$ cat config.mk
export PLATFORM = sky130hd
export DESIGN_NAME = uart_recognition_frame_parser_top_flat
export DESIGN_NICKNAME = d
export VERILOG_FILES = /design/src/rtl/ufp_pkg.sv /design/src/rtl/ufp_if.sv /design/src/rtl/ufp_regs.sv /design/src/rtl/ufp_parser.sv /design/src/rtl/ufp_confirm.sv /design/src/rtl/uart_recognition_frame_parser_top.sv /design/src/flat_wrapper.sv
export SDC_FILE = /design/constraint.sdc
export NUM_CORES = 1
export LEC_CHECK = 0
export ABC_AREA = 1
export BUFFER_PORTS_ARGS = -buffer_cell sky130_fd_sc_hd__buf_2
export CORE_AREA = 2 2 108 110
export DETAILED_ROUTE_END_ITERATION = 6
export DIE_AREA = 0 0 110 112
export PLACE_DENSITY = 0.82
export REMOVE_ABC_BUFFERS = 1
export SLEW_MARGIN = 20
export SYNTH_ARGS = -nofsm -noshare
export SYNTH_HDL_FRONTEND = slang
export SYNTH_HIERARCHICAL = 1
export SYNTH_SLANG_ARGS = --single-unit
$ cat constraint.sdc
create_clock -name clk -period 7.9 [get_ports clk]
set_input_delay 0.395 -clock clk [delete_from_list [all_inputs] [get_ports clk]]
set_output_delay 0.395 -clock clk [all_outputs]
set_load 0.01 [all_outputs]
$ cat src/rtl/ufp_pkg.sv
// ----------------------------------------------------------------------------
// ufp_pkg
// shared types and constants of the recognition frame parser
// ----------------------------------------------------------------------------
package ufp_pkg;

  localparam int unsigned BYTE_W    = 8;
  localparam int unsigned CFG_IDX_W = 3;

  localparam logic [CFG_IDX_W-1:0] CFG_HEADER_FIRST    = 3'd0;
  localparam logic [CFG_IDX_W-1:0] CFG_HEADER_SECOND   = 3'd1;
  localparam logic [CFG_IDX_W-1:0] CFG_TRAILER_BYTE    = 3'd2;
  localparam logic [CFG_IDX_W-1:0] CFG_SCORE_THRESHOLD = 3'd3;
  localparam logic [CFG_IDX_W-1:0] CFG_CONFIRM_NEEDED  = 3'd4;

  localparam logic [BYTE_W-1:0] RST_HEADER_FIRST    = 8'd170;
  localparam logic [BYTE_W-1:0] RST_HEADER_SECOND   = 8'd85;
  localparam logic [BYTE_W-1:0] RST_TRAILER_BYTE    = 8'd13;
  localparam logic [BYTE_W-1:0] RST_SCORE_THRESHOLD = 8'd50;
  localparam logic [BYTE_W-1:0] RST_CONFIRM_NEEDED  = 8'd3;

  localparam logic [BYTE_W-1:0] COUNT_MAX = 8'd255;

  typedef enum logic [2:0] {
    PH_HUNT1 = 3'd0,
    PH_HUNT2 = 3'd1,
    PH_CLASS = 3'd2,
    PH_SCORE = 3'd3,
    PH_CHECK = 3'd4,
    PH_TAIL  = 3'd5
  } phase_t;

  typedef struct packed {
    logic [BYTE_W-1:0] header_first;
    logic [BYTE_W-1:0] header_second;
    logic [BYTE_W-1:0] trailer_byte;
    logic [BYTE_W-1:0] score_threshold;
    logic [BYTE_W-1:0] confirm_needed;
  } cfg_regs_t;

  typedef struct packed {
    logic              good;
    logic [BYTE_W-1:0] frame_class;
    logic [BYTE_W-1:0] frame_score;
  } frame_t;

endpackage

$ cat src/rtl/ufp_if.sv
// ----------------------------------------------------------------------------
// ufp_if
// valid/ready channels of the recognition frame parser
// ----------------------------------------------------------------------------
interface ufp_in_if;
  import ufp_pkg::*;
  logic              valid;
  logic              ready;
  logic [BYTE_W-1:0] rx_byte;
  modport source (output valid, output rx_byte, input ready);
  modport sink   (input valid, input rx_byte, output ready);
endinterface

interface ufp_out_if;
  import ufp_pkg::*;
  logic              valid;
  logic              ready;
  logic [BYTE_W-1:0] frame_class;
  logic [BYTE_W-1:0] frame_score;
  logic [BYTE_W-1:0] confirm_count;
  logic              stable_valid;
  logic [BYTE_W-1:0] stable_class;
  logic [BYTE_W-1:0] stable_cnt;
  modport source (output valid, output frame_class, output frame_score,
                  output confirm_count, output stable_valid, output stable_class,
                  output stable_cnt, input ready);
  modport sink   (input valid, input frame_class, input frame_score,
                  input confirm_count, input stable_valid, input stable_class,
                  input stable_cnt, output ready);
endinterface

interface ufp_cfg_if;
  import ufp_pkg::*;
  logic                 valid;
  logic                 ready;
  logic [CFG_IDX_W-1:0] reg_index;
  logic [BYTE_W-1:0]    wdata;
  modport source (output valid, output reg_index, output wdata, input ready);
  modport sink   (input valid, input reg_index, input wdata, output ready);
endinterface

$ cat src/rtl/ufp_regs.sv
// ----------------------------------------------------------------------------
// ufp_regs
// configuration register file, one write beat per cycle
// ----------------------------------------------------------------------------
module ufp_regs
  import ufp_pkg::*;
(
  input  logic          clk,
  input  logic          rst_n,
  ufp_cfg_if.sink       cfg_ch,
  output cfg_regs_t     regs
);

  cfg_regs_t regs_r;
  cfg_regs_t regs_nxt;

  assign cfg_ch.ready = 1'b1;
  assign regs         = regs_r;

  always_comb begin
    regs_nxt = regs_r;
    if (cfg_ch.valid) begin
      case (cfg_ch.reg_index)
        CFG_HEADER_FIRST:    regs_nxt.header_first    = cfg_ch.wdata;
        CFG_HEADER_SECOND:   regs_nxt.header_second   = cfg_ch.wdata;
        CFG_TRAILER_BYTE:    regs_nxt.trailer_byte    = cfg_ch.wdata;
        CFG_SCORE_THRESHOLD: regs_nxt.score_threshold = cfg_ch.wdata;
        CFG_CONFIRM_NEEDED:  regs_nxt.confirm_needed  = cfg_ch.wdata;
        default:             regs_nxt = regs_r;
      endcase
    end
  end

  always_ff @(posedge clk) begin
    if (!rst_n) begin
      regs_r.header_first    <= RST_HEADER_FIRST;
      regs_r.header_second   <= RST_HEADER_SECOND;
      regs_r.trailer_byte    <= RST_TRAILER_BYTE;
      regs_r.score_threshold <= RST_SCORE_THRESHOLD;
      regs_r.confirm_needed  <= RST_CONFIRM_NEEDED;
    end else begin
      regs_r <= regs_nxt;
    end
  end

endmodule

$ cat src/rtl/ufp_parser.sv
// ----------------------------------------------------------------------------
// ufp_parser
// input byte register and frame assembly state machine
// ----------------------------------------------------------------------------
module ufp_parser
  import ufp_pkg::*;
(
  input  logic      clk,
  input  logic      rst_n,
  ufp_in_if.sink    in_ch,
  input  cfg_regs_t regs,
  input  logic      out_free,
  output frame_t    frame
);

  logic              s1_valid_r;
  logic              s1_valid_nxt;
  logic [BYTE_W-1:0] s1_byte_r;
  logic              adv;

  phase_t            phase_r;
  phase_t            phase_nxt;
  logic [BYTE_W-1:0] held_class_r;
  logic [BYTE_W-1:0] held_score_r;
  logic [BYTE_W-1:0] held_check_r;

  assign adv         = s1_valid_r && out_free;
  assign in_ch.ready = !s1_valid_r || out_free;

  always_comb begin
    s1_valid_nxt = s1_valid_r;
    if (in_ch.valid && in_ch.ready) begin
      s1_valid_nxt = 1'b1;
    end else if (adv) begin
      s1_valid_nxt = 1'b0;
    end
  end

  always_ff @(posedge clk) begin
    if (!rst_n) begin
      s1_valid_r <= 1'b0;
    end else begin
      s1_valid_r <= s1_valid_nxt;
    end
  end

  always_ff @(posedge clk) begin
    if (in_ch.valid && in_ch.ready) begin
      s1_byte_r <= in_ch.rx_byte;
    end
  end

  // next state
  always_comb begin
    phase_nxt = phase_r;
    if (adv) begin
      case (phase_r)
        PH_HUNT2: begin
          if (s1_byte_r == regs.header_second) begin
            phase_nxt = PH_CLASS;
          end else if (s1_byte_r == regs.header_first) begin
            phase_nxt = PH_HUNT2;
          end else begin
            phase_nxt = PH_HUNT1;
          end
        end
        PH_CLASS: phase_nxt = PH_SCORE;
        PH_SCORE: phase_nxt = PH_CHECK;
        PH_CHECK: phase_nxt = PH_TAIL;
        PH_TAIL:  phase_nxt = PH_HUNT1;
        default: begin
          phase_nxt = (s1_byte_r == regs.header_first) ? PH_HUNT2 : PH_HUNT1;
        end
      endcase
    end
  end

  // outputs
  always_comb begin
    frame.frame_class = held_class_r;
    frame.frame_score = held_score_r;
    case (phase_r)
      PH_TAIL: begin
        frame.good = adv && (s1_byte_r == regs.trailer_byte) &&
                     ((held_class_r ^ held_score_r) == held_check_r);
      end
      default: frame.good = 1'b0;
    endcase
  end

  always_ff @(posedge clk) begin
    if (!rst_n) begin
      phase_r      <= PH_HUNT1;
      held_class_r <= '0;
      held_score_r <= '0;
      held_check_r <= '0;
    end else begin
      phase_r <= phase_nxt;
      if (adv && phase_r == PH_CLASS) begin
        held_class_r <= s1_byte_r;
      end
      if (adv && phase_r == PH_SCORE) begin
        held_score_r <= s1_byte_r;
      end
      if (adv && phase_r == PH_CHECK) begin
        held_check_r <= s1_byte_r;
      end
    end
  end

endmodule

$ cat src/rtl/ufp_confirm.sv
// ----------------------------------------------------------------------------
// ufp_confirm
// confirmation counter, stable class tracking and result register
// ----------------------------------------------------------------------------
module ufp_confirm
  import ufp_pkg::*;
(
  input  logic      clk,
  input  logic      rst_n,
  input  frame_t    frame,
  input  cfg_regs_t regs,
  output logic      out_free,
  ufp_out_if.source out_ch
);

  logic [BYTE_W-1:0] prev_class_r;
  logic [BYTE_W-1:0] prev_class_nxt;
  logic [BYTE_W-1:0] count_r;
  logic [BYTE_W-1:0] count_nxt;
  logic              stable_r;
  logic              stable_nxt;
  logic [BYTE_W-1:0] stable_class_r;
  logic [BYTE_W-1:0] stable_class_nxt;
  logic [BYTE_W-1:0] stable_cnt_r;
  logic [BYTE_W-1:0] stable_cnt_nxt;
  logic              same;

  logic              out_valid_r;
  logic              out_valid_nxt;
  logic [BYTE_W-1:0] out_class_r;
  logic [BYTE_W-1:0] out_score_r;
  logic [BYTE_W-1:0] out_count_r;
  logic              out_stable_r;
  logic [BYTE_W-1:0] out_stable_class_r;
  logic [BYTE_W-1:0] out_stable_cnt_r;

  assign out_free = !out_valid_r || out_ch.ready;

  always_comb begin
    same             = (frame.frame_class == prev_class_r) &&
                       (frame.frame_score >= regs.score_threshold);
    prev_class_nxt   = same ? prev_class_r : frame.frame_class;
    if (!same) begin
      count_nxt = 8'd1;
    end else if (count_r == COUNT_MAX) begin
      count_nxt = count_r;
    end else begin
      count_nxt = count_r + 8'd1;
    end
    stable_nxt       = stable_r;
    stable_class_nxt = stable_class_r;
    stable_cnt_nxt   = stable_cnt_r;
    if (count_nxt >= regs.confirm_needed) begin
      stable_nxt       = 1'b1;
      stable_class_nxt = frame.frame_class;
      stable_cnt_nxt   = count_nxt;
    end
  end

  always_comb begin
    if (frame.good) begin
      out_valid_nxt = 1'b1;
    end else if (out_ch.ready) begin
      out_valid_nxt = 1'b0;
    end else begin
      out_valid_nxt = out_valid_r;
    end
  end

  always_ff @(posedge clk) begin
    if (!rst_n) begin
      prev_class_r   <= '0;
      count_r        <= '0;
      stable_r       <= 1'b0;
      stable_class_r <= '0;
      stable_cnt_r   <= '0;
      out_valid_r    <= 1'b0;
    end else begin
      out_valid_r <= out_valid_nxt;
      if (frame.good) begin
        prev_class_r   <= prev_class_nxt;
        count_r        <= count_nxt;
        stable_r       <= stable_nxt;
        stable_class_r <= stable_class_nxt;
        stable_cnt_r   <= stable_cnt_nxt;
      end
    end
  end

  always_ff @(posedge clk) begin
    if (frame.good) begin
      out_class_r        <= frame.frame_class;
      out_score_r        <= frame.frame_score;
      out_count_r        <= count_nxt;
      out_stable_r       <= stable_nxt;
      out_stable_class_r <= stable_class_nxt;
      out_stable_cnt_r   <= stable_cnt_nxt;
    end
  end

  assign out_ch.valid         = out_valid_r;
  assign out_ch.frame_class   = out_class_r;
  assign out_ch.frame_score   = out_score_r;
  assign out_ch.confirm_count = out_count_r;
  assign out_ch.stable_valid  = out_stable_r;
  assign out_ch.stable_class  = out_stable_class_r;
  assign out_ch.stable_cnt    = out_stable_cnt_r;

  a_count_nonzero: assert property (@(posedge clk) disable iff (!rst_n)
    out_valid_r |-> (out_count_r != 8'd0))
    else $error("result beat with zero confirm count");

  a_stable_sticky: assert property (@(posedge clk) disable iff (!rst_n)
    stable_r |=> stable_r)
    else $error("stable flag cleared");

  a_good_lands: assert property (@(posedge clk) disable iff (!rst_n)
    frame.good |-> out_free)
    else $error("frame finished while result register is blocked");

  a_stable_count_reached: assert property (@(posedge clk) disable iff (!rst_n)
    (out_valid_r && out_stable_r) |-> (out_stable_cnt_r != 8'd0))
    else $error("stable class without a count");

endmodule

$ cat src/rtl/uart_recognition_frame_parser_top.sv
// ----------------------------------------------------------------------------
// uart_recognition_frame_parser_top
// serial recognition frame parser with xor checksum and confirmation counter
// ----------------------------------------------------------------------------
//  channel  | dir | payload                                         | beat
//  in_ch    | in  | rx_byte                                         | one byte
//  out_ch   | out | frame_class frame_score confirm_count           | one frame
//           |     | stable_valid stable_class stable_cnt            |
//  cfg_ch   | in  | reg_index wdata                                 | one register
//
//  one byte per cycle when not stalled; a result passes from the tail byte beat
//  through the input byte register, then the result register
//  the single result register sets the rate: a held result stalls bytes only
//  once the input register is also full
//  reset is synchronous, active low; config and state registers return to defaults, no sweep
//  cfg_ch is always ready
// ----------------------------------------------------------------------------
module uart_recognition_frame_parser_top
  import ufp_pkg::*;
(
  input  logic      clk,
  input  logic      rst_n,
  ufp_in_if.sink    in_ch,
  ufp_out_if.source out_ch,
  ufp_cfg_if.sink   cfg_ch
);

  cfg_regs_t regs;
  frame_t    frame;
  logic      out_free;

  ufp_regs u_regs (
    .clk    (clk),
    .rst_n  (rst_n),
    .cfg_ch (cfg_ch),
    .regs   (regs)
  );

  ufp_parser u_parser (
    .clk      (clk),
    .rst_n    (rst_n),
    .in_ch    (in_ch),
    .regs     (regs),
    .out_free (out_free),
    .frame    (frame)
  );

  ufp_confirm u_confirm (
    .clk      (clk),
    .rst_n    (rst_n),
    .frame    (frame),
    .regs     (regs),
    .out_free (out_free),
    .out_ch   (out_ch)
  );

endmodule
$ cat src/flat_wrapper.sv
// flat-port wrapper written by rule: the top's interface ports become plain ports
module uart_recognition_frame_parser_top_flat import ufp_pkg::*;
  (clk, rst_n, in_ch_valid, in_ch_rx_byte, in_ch_ready, out_ch_valid, out_ch_frame_class, out_ch_frame_score, out_ch_confirm_count, out_ch_stable_valid, out_ch_stable_class, out_ch_stable_cnt, out_ch_ready, cfg_ch_valid, cfg_ch_reg_index, cfg_ch_wdata, cfg_ch_ready);
  ufp_in_if in_ch_i ();
  ufp_out_if out_ch_i ();
  ufp_cfg_if cfg_ch_i ();
  input  logic clk;
  input  logic rst_n;
  input wire logic [$bits(in_ch_i.valid)-1:0] in_ch_valid;
  input wire logic [$bits(in_ch_i.rx_byte)-1:0] in_ch_rx_byte;
  output wire logic [$bits(in_ch_i.ready)-1:0] in_ch_ready;
  output wire logic [$bits(out_ch_i.valid)-1:0] out_ch_valid;
  output wire logic [$bits(out_ch_i.frame_class)-1:0] out_ch_frame_class;
  output wire logic [$bits(out_ch_i.frame_score)-1:0] out_ch_frame_score;
  output wire logic [$bits(out_ch_i.confirm_count)-1:0] out_ch_confirm_count;
  output wire logic [$bits(out_ch_i.stable_valid)-1:0] out_ch_stable_valid;
  output wire logic [$bits(out_ch_i.stable_class)-1:0] out_ch_stable_class;
  output wire logic [$bits(out_ch_i.stable_cnt)-1:0] out_ch_stable_cnt;
  input wire logic [$bits(out_ch_i.ready)-1:0] out_ch_ready;
  input wire logic [$bits(cfg_ch_i.valid)-1:0] cfg_ch_valid;
  input wire logic [$bits(cfg_ch_i.reg_index)-1:0] cfg_ch_reg_index;
  input wire logic [$bits(cfg_ch_i.wdata)-1:0] cfg_ch_wdata;
  output wire logic [$bits(cfg_ch_i.ready)-1:0] cfg_ch_ready;
  assign in_ch_i.valid = in_ch_valid;
  assign in_ch_i.rx_byte = in_ch_rx_byte;
  assign in_ch_ready = in_ch_i.ready;
  assign out_ch_valid = out_ch_i.valid;
  assign out_ch_frame_class = out_ch_i.frame_class;
  assign out_ch_frame_score = out_ch_i.frame_score;
  assign out_ch_confirm_count = out_ch_i.confirm_count;
  assign out_ch_stable_valid = out_ch_i.stable_valid;
  assign out_ch_stable_class = out_ch_i.stable_class;
  assign out_ch_stable_cnt = out_ch_i.stable_cnt;
  assign out_ch_i.ready = out_ch_ready;
  assign cfg_ch_i.valid = cfg_ch_valid;
  assign cfg_ch_i.reg_index = cfg_ch_reg_index;
  assign cfg_ch_i.wdata = cfg_ch_wdata;
  assign cfg_ch_ready = cfg_ch_i.ready;
  uart_recognition_frame_parser_top u_core (.clk(clk), .rst_n(rst_n), .in_ch(in_ch_i), .out_ch(out_ch_i), .cfg_ch(cfg_ch_i));
endmodule
==> impl_metrics.csv <==
group,metric,value,unit
power,total_leakage_power,3.481,nW
logic_synthesis,synth.yosys.seq_area_share,0.5033,
logic_synthesis,synth_top_area_share,0.2925,
drt,drt-pass1-iter-count,5,
clock_tree,cts_buffers,17,
drt,drtAntennaViolNets,0,
logic_synthesis,ys.flop_type,"dfxtp_1",
timing,worst_pin_slew,0.9389,ns
setup_path,path_class,"register to register",
floorplan,dieArea,12320,µm²
clock_tree,path_clk_slew,0.06,ns
logic_synthesis,synth_largest_area_cell,"dfxtp_1",
timing,slew_viol_final,0,
drt,top_layer,"met4",
setup_path,crit_arrival,3.77,ns
finish,drive_gt1_frac,0.1447,
clock_tree,ctsHtreeMaxLevel,4,
drt,wl_met2,8274,µm
clock_tree,cts_setup_buffers,0,
global_routing,grt_first_pass_wirelength,26940,µm
finish,seq_area,3513,µm²
power,power.total,1.761,mW
drt,wl_met3,889,µm
finish,utilization,0.7140,
floorplan,die_h,112,µm
global_routing,overflow,0,
setup_path,cp-start-kind,"register",
logic_synthesis,yosys-top-cells-count,"nand2_1, nor2_1, dfxtp_1",
power,p_per_area,220.8,nW/µm²
floorplan,start_util,0.6247,
power,ir_worst_vdd,0.1892,mV
finish,fin_nets,982,
drt,vias,5975,
outcome,status,"finished clean",
finish,multi_input_area,2898,µm²
placement,place.port_buffers,66,
floorplan,num_rows,39,
drt,drcViolationCount,0,
timing,finalHoldViolations,0,
drt,drt-total-wl,16620,µm
timing,clock-skew-final,0.006243,ns
logic_synthesis,ys_ff_latch,151,
clock_tree,clkLatencyLatePin,0.43,ns
clock_tree,cts_resized,0,
drt,wire_per_inst,15.15,µm
timing,period_share,0.4618,
floorplan,core,11170,µm²
global_routing,grt_pass1_vias,5626,
setup_path,ff2ff_path_depth,14,
placement,hpwl,11040,µm
timing,fmax,0.2741,GHz
drt,vias_per_cell,5.447,
timing,setup_viol,0,
flow_run,maxCapViolations,0,
placement,post-place-cells,1065,
min_path,holdPathStages,1,
drt,first_iter_violations,697,
global_routing,antenna_found_initial,0,
drt,wl_met1,7053,µm
floorplan,die_w,110,µm
timing,rsz0062_at_grt,"no",
logic_synthesis,synth-async-reset-ratio,0,
finish,n_antenna_cell,0,
timing,tns,0,ns
logic_synthesis,yosysMostFrequentCell,"nand2_1",
finish,final_cells,1097,
finish,fillerInstances,904,
floorplan,ios,68,
setup_path,worstSetupEndpointType,"register",
placement,gp_congestion,0.8686,
timing,relSlewSlack,0.3734,
logic_synthesis,yosys_warnings,6,
logic_synthesis,syn_inst,882,
global_routing,track_usage,0.2855,
logic_synthesis,syn-cell-area,6980,µm²
clock_tree,ctsRootBufferMaster,"clkbuf_16",
clock_tree,cts.sink_count,151,
min_path,hp-class,"input pin to register",
logic_synthesis,syn_area_per_cell,7.914,µm²
clock_tree,clk_path_buf_depth,2,
logic_synthesis,synth_top_cells_by_area,"dfxtp_1, edfxtp_1, nand2_1",
logic_synthesis,ys_types,38,
clock_tree,hold_buffers,0,
clock_tree,cts_tree,"done",
setup_path,cp_max_fo,33,
global_routing,grt_max_degree,91,
setup_path,worst_ep_required_time,8.02,ns
finish,syn_to_final_growth,14.30,%
finish,stdcell_area,7979,µm²
placement,placed_area,7363,µm²
timing,min_period,3.648,ns
logic_synthesis,synth_edf_count,49,
critical path, stage by stage, from the launching register on:
cell and delay, ns:
dfxtp_1 0.55, inv_1 0.14, nand2_1 0.09, nand2_1 0.05, nor2_1 0.12, nand2_1 0.13
nor2_8 0.20, nand3_1 0.21, inv_1 0.16, ha_1 0.28, a21o_1 0.20, nor2_1 0.11
nand3_1 0.14, inv_1 0.71, o21ai_0 0.25
cell usage in the layout (no fill, tap or decap), types with 2 or more instances in the layout:
cell type / n
clkbuf_16: 18
o21ai_0: 60
buf_2: 66
clkinv_2: 3
o21ai_1: 8
nand4_1: 3
buf_4: 2
nand3b_1: 2
clkinvlp_4: 4
nor2_4: 5
xor2_1: 8
nand2_2: 3
ha_1: 17
bufinv_16: 3
xnor2_1: 14
nand3_2: 4
nand3_1: 76
edfxtp_1: 49
nor2_2: 7
dfxtp_1: 102
nand2_1: 207
nor3_1: 4
inv_1: 101
nor2_1: 103
a21oi_1: 52
inv_2: 12
or2_2: 5
o211ai_1: 2
clkinv_1: 3
worst paths after layout:
check | from | end | slack (ns)
setup reg to reg | u_core/u_parser/held_class_r[2] | u_core/u_confirm/out_ch.stable_class[7] | 4.25
hold / removal | in_ch_rx_byte[7] | u_core/u_parser/s1_byte_r[7] | 0.14
setup / recovery | u_core/u_parser/held_class_r[2] | u_core/u_confirm/out_ch.stable_class[7] | 4.25
hold reg to reg | u_core/u_confirm/stable_r | u_core/u_confirm/stable_r | 0.47
cell type report:
class	instances	share of cell area
inverter	114	0.05363
timing repair buffer	68	0.04328
clock buffer	19	0.05818
clock inverter	13	0.01897
multi-input combinational	589	0.3632
sequential	151	0.4403
tap	143	0.02242
registers in the layout, indices dropped and copies added (netlist names):
| name | flops |
|---|---|
| u_core/u_confirm/out_ch.stable_cnt | 8 |
| u_core/u_confirm/stable_r | 1 |
| u_core/u_confirm/out_ch.stable_class | 8 |
| u_core/u_parser/held_score_r | 8 |
| u_core/u_regs/regs | 40 |
| u_core/u_confirm/stable_class_r | 8 |
| u_core/u_parser/s1_byte_r | 8 |
| u_core/u_confirm/out_ch.stable_valid | 1 |
| u_core/u_confirm/prev_class_r | 8 |
| u_core/u_confirm/stable_cnt_r | 8 |
| u_core/u_confirm/out_ch.confirm_count | 8 |
| u_core/u_confirm/out_ch.valid | 1 |
| u_core/u_parser/held_class_r | 8 |
| u_core/u_parser/s1_valid_r | 1 |
| u_core/u_confirm/out_ch.frame_score | 8 |
| u_core/u_parser/held_check_r | 8 |
| u_core/u_confirm/count_r | 8 |
| u_core/u_parser/phase_r | 3 |
| u_core/u_confirm/out_ch.frame_class | 8 |
kinds of logic (layout without fill, tap and decap cells):
group,Yosys count,after routing,share of synthesized area
AOI/OAI and AO/OA,127,127,0.09357
DFF,151,151,0.5033
adders and majority gates,17,17,0.03047
xor gates and xnor gates,22,22,0.02760
and+or+nand+nor,422,422,0.2619
buffers and inverters,142,214,0.08263
other,1,1,0.0005372
layer usage:
metal | track usage | up-vias
li1 | - | 2949
met2 | 0.4646 | 190
met5 | 0 | -
met3 | 0.06440 | 30
met1 | 0.3643 | 2806
met4 | 0.1156 | 0
stage by stage:
stage	hold slack, ns	worst slack [ns]
floorplan	0.4289	2.630
global route	0.1332	3.937
finish	0.1440	4.252
global placement	0.4420	4.486
CTS	0.1316	4.307
detailed placement	0.4531	4.387
where the power goes:
group | internal [mW] | total (mW) | switching, mW
clock | 0.520 | 0.839 | 0.319
combinational | 0.0312 | 0.0949 | 0.0636
sequential | 0.811 | 0.828 | 0.0171
Power figures use the tool's default switching activity.
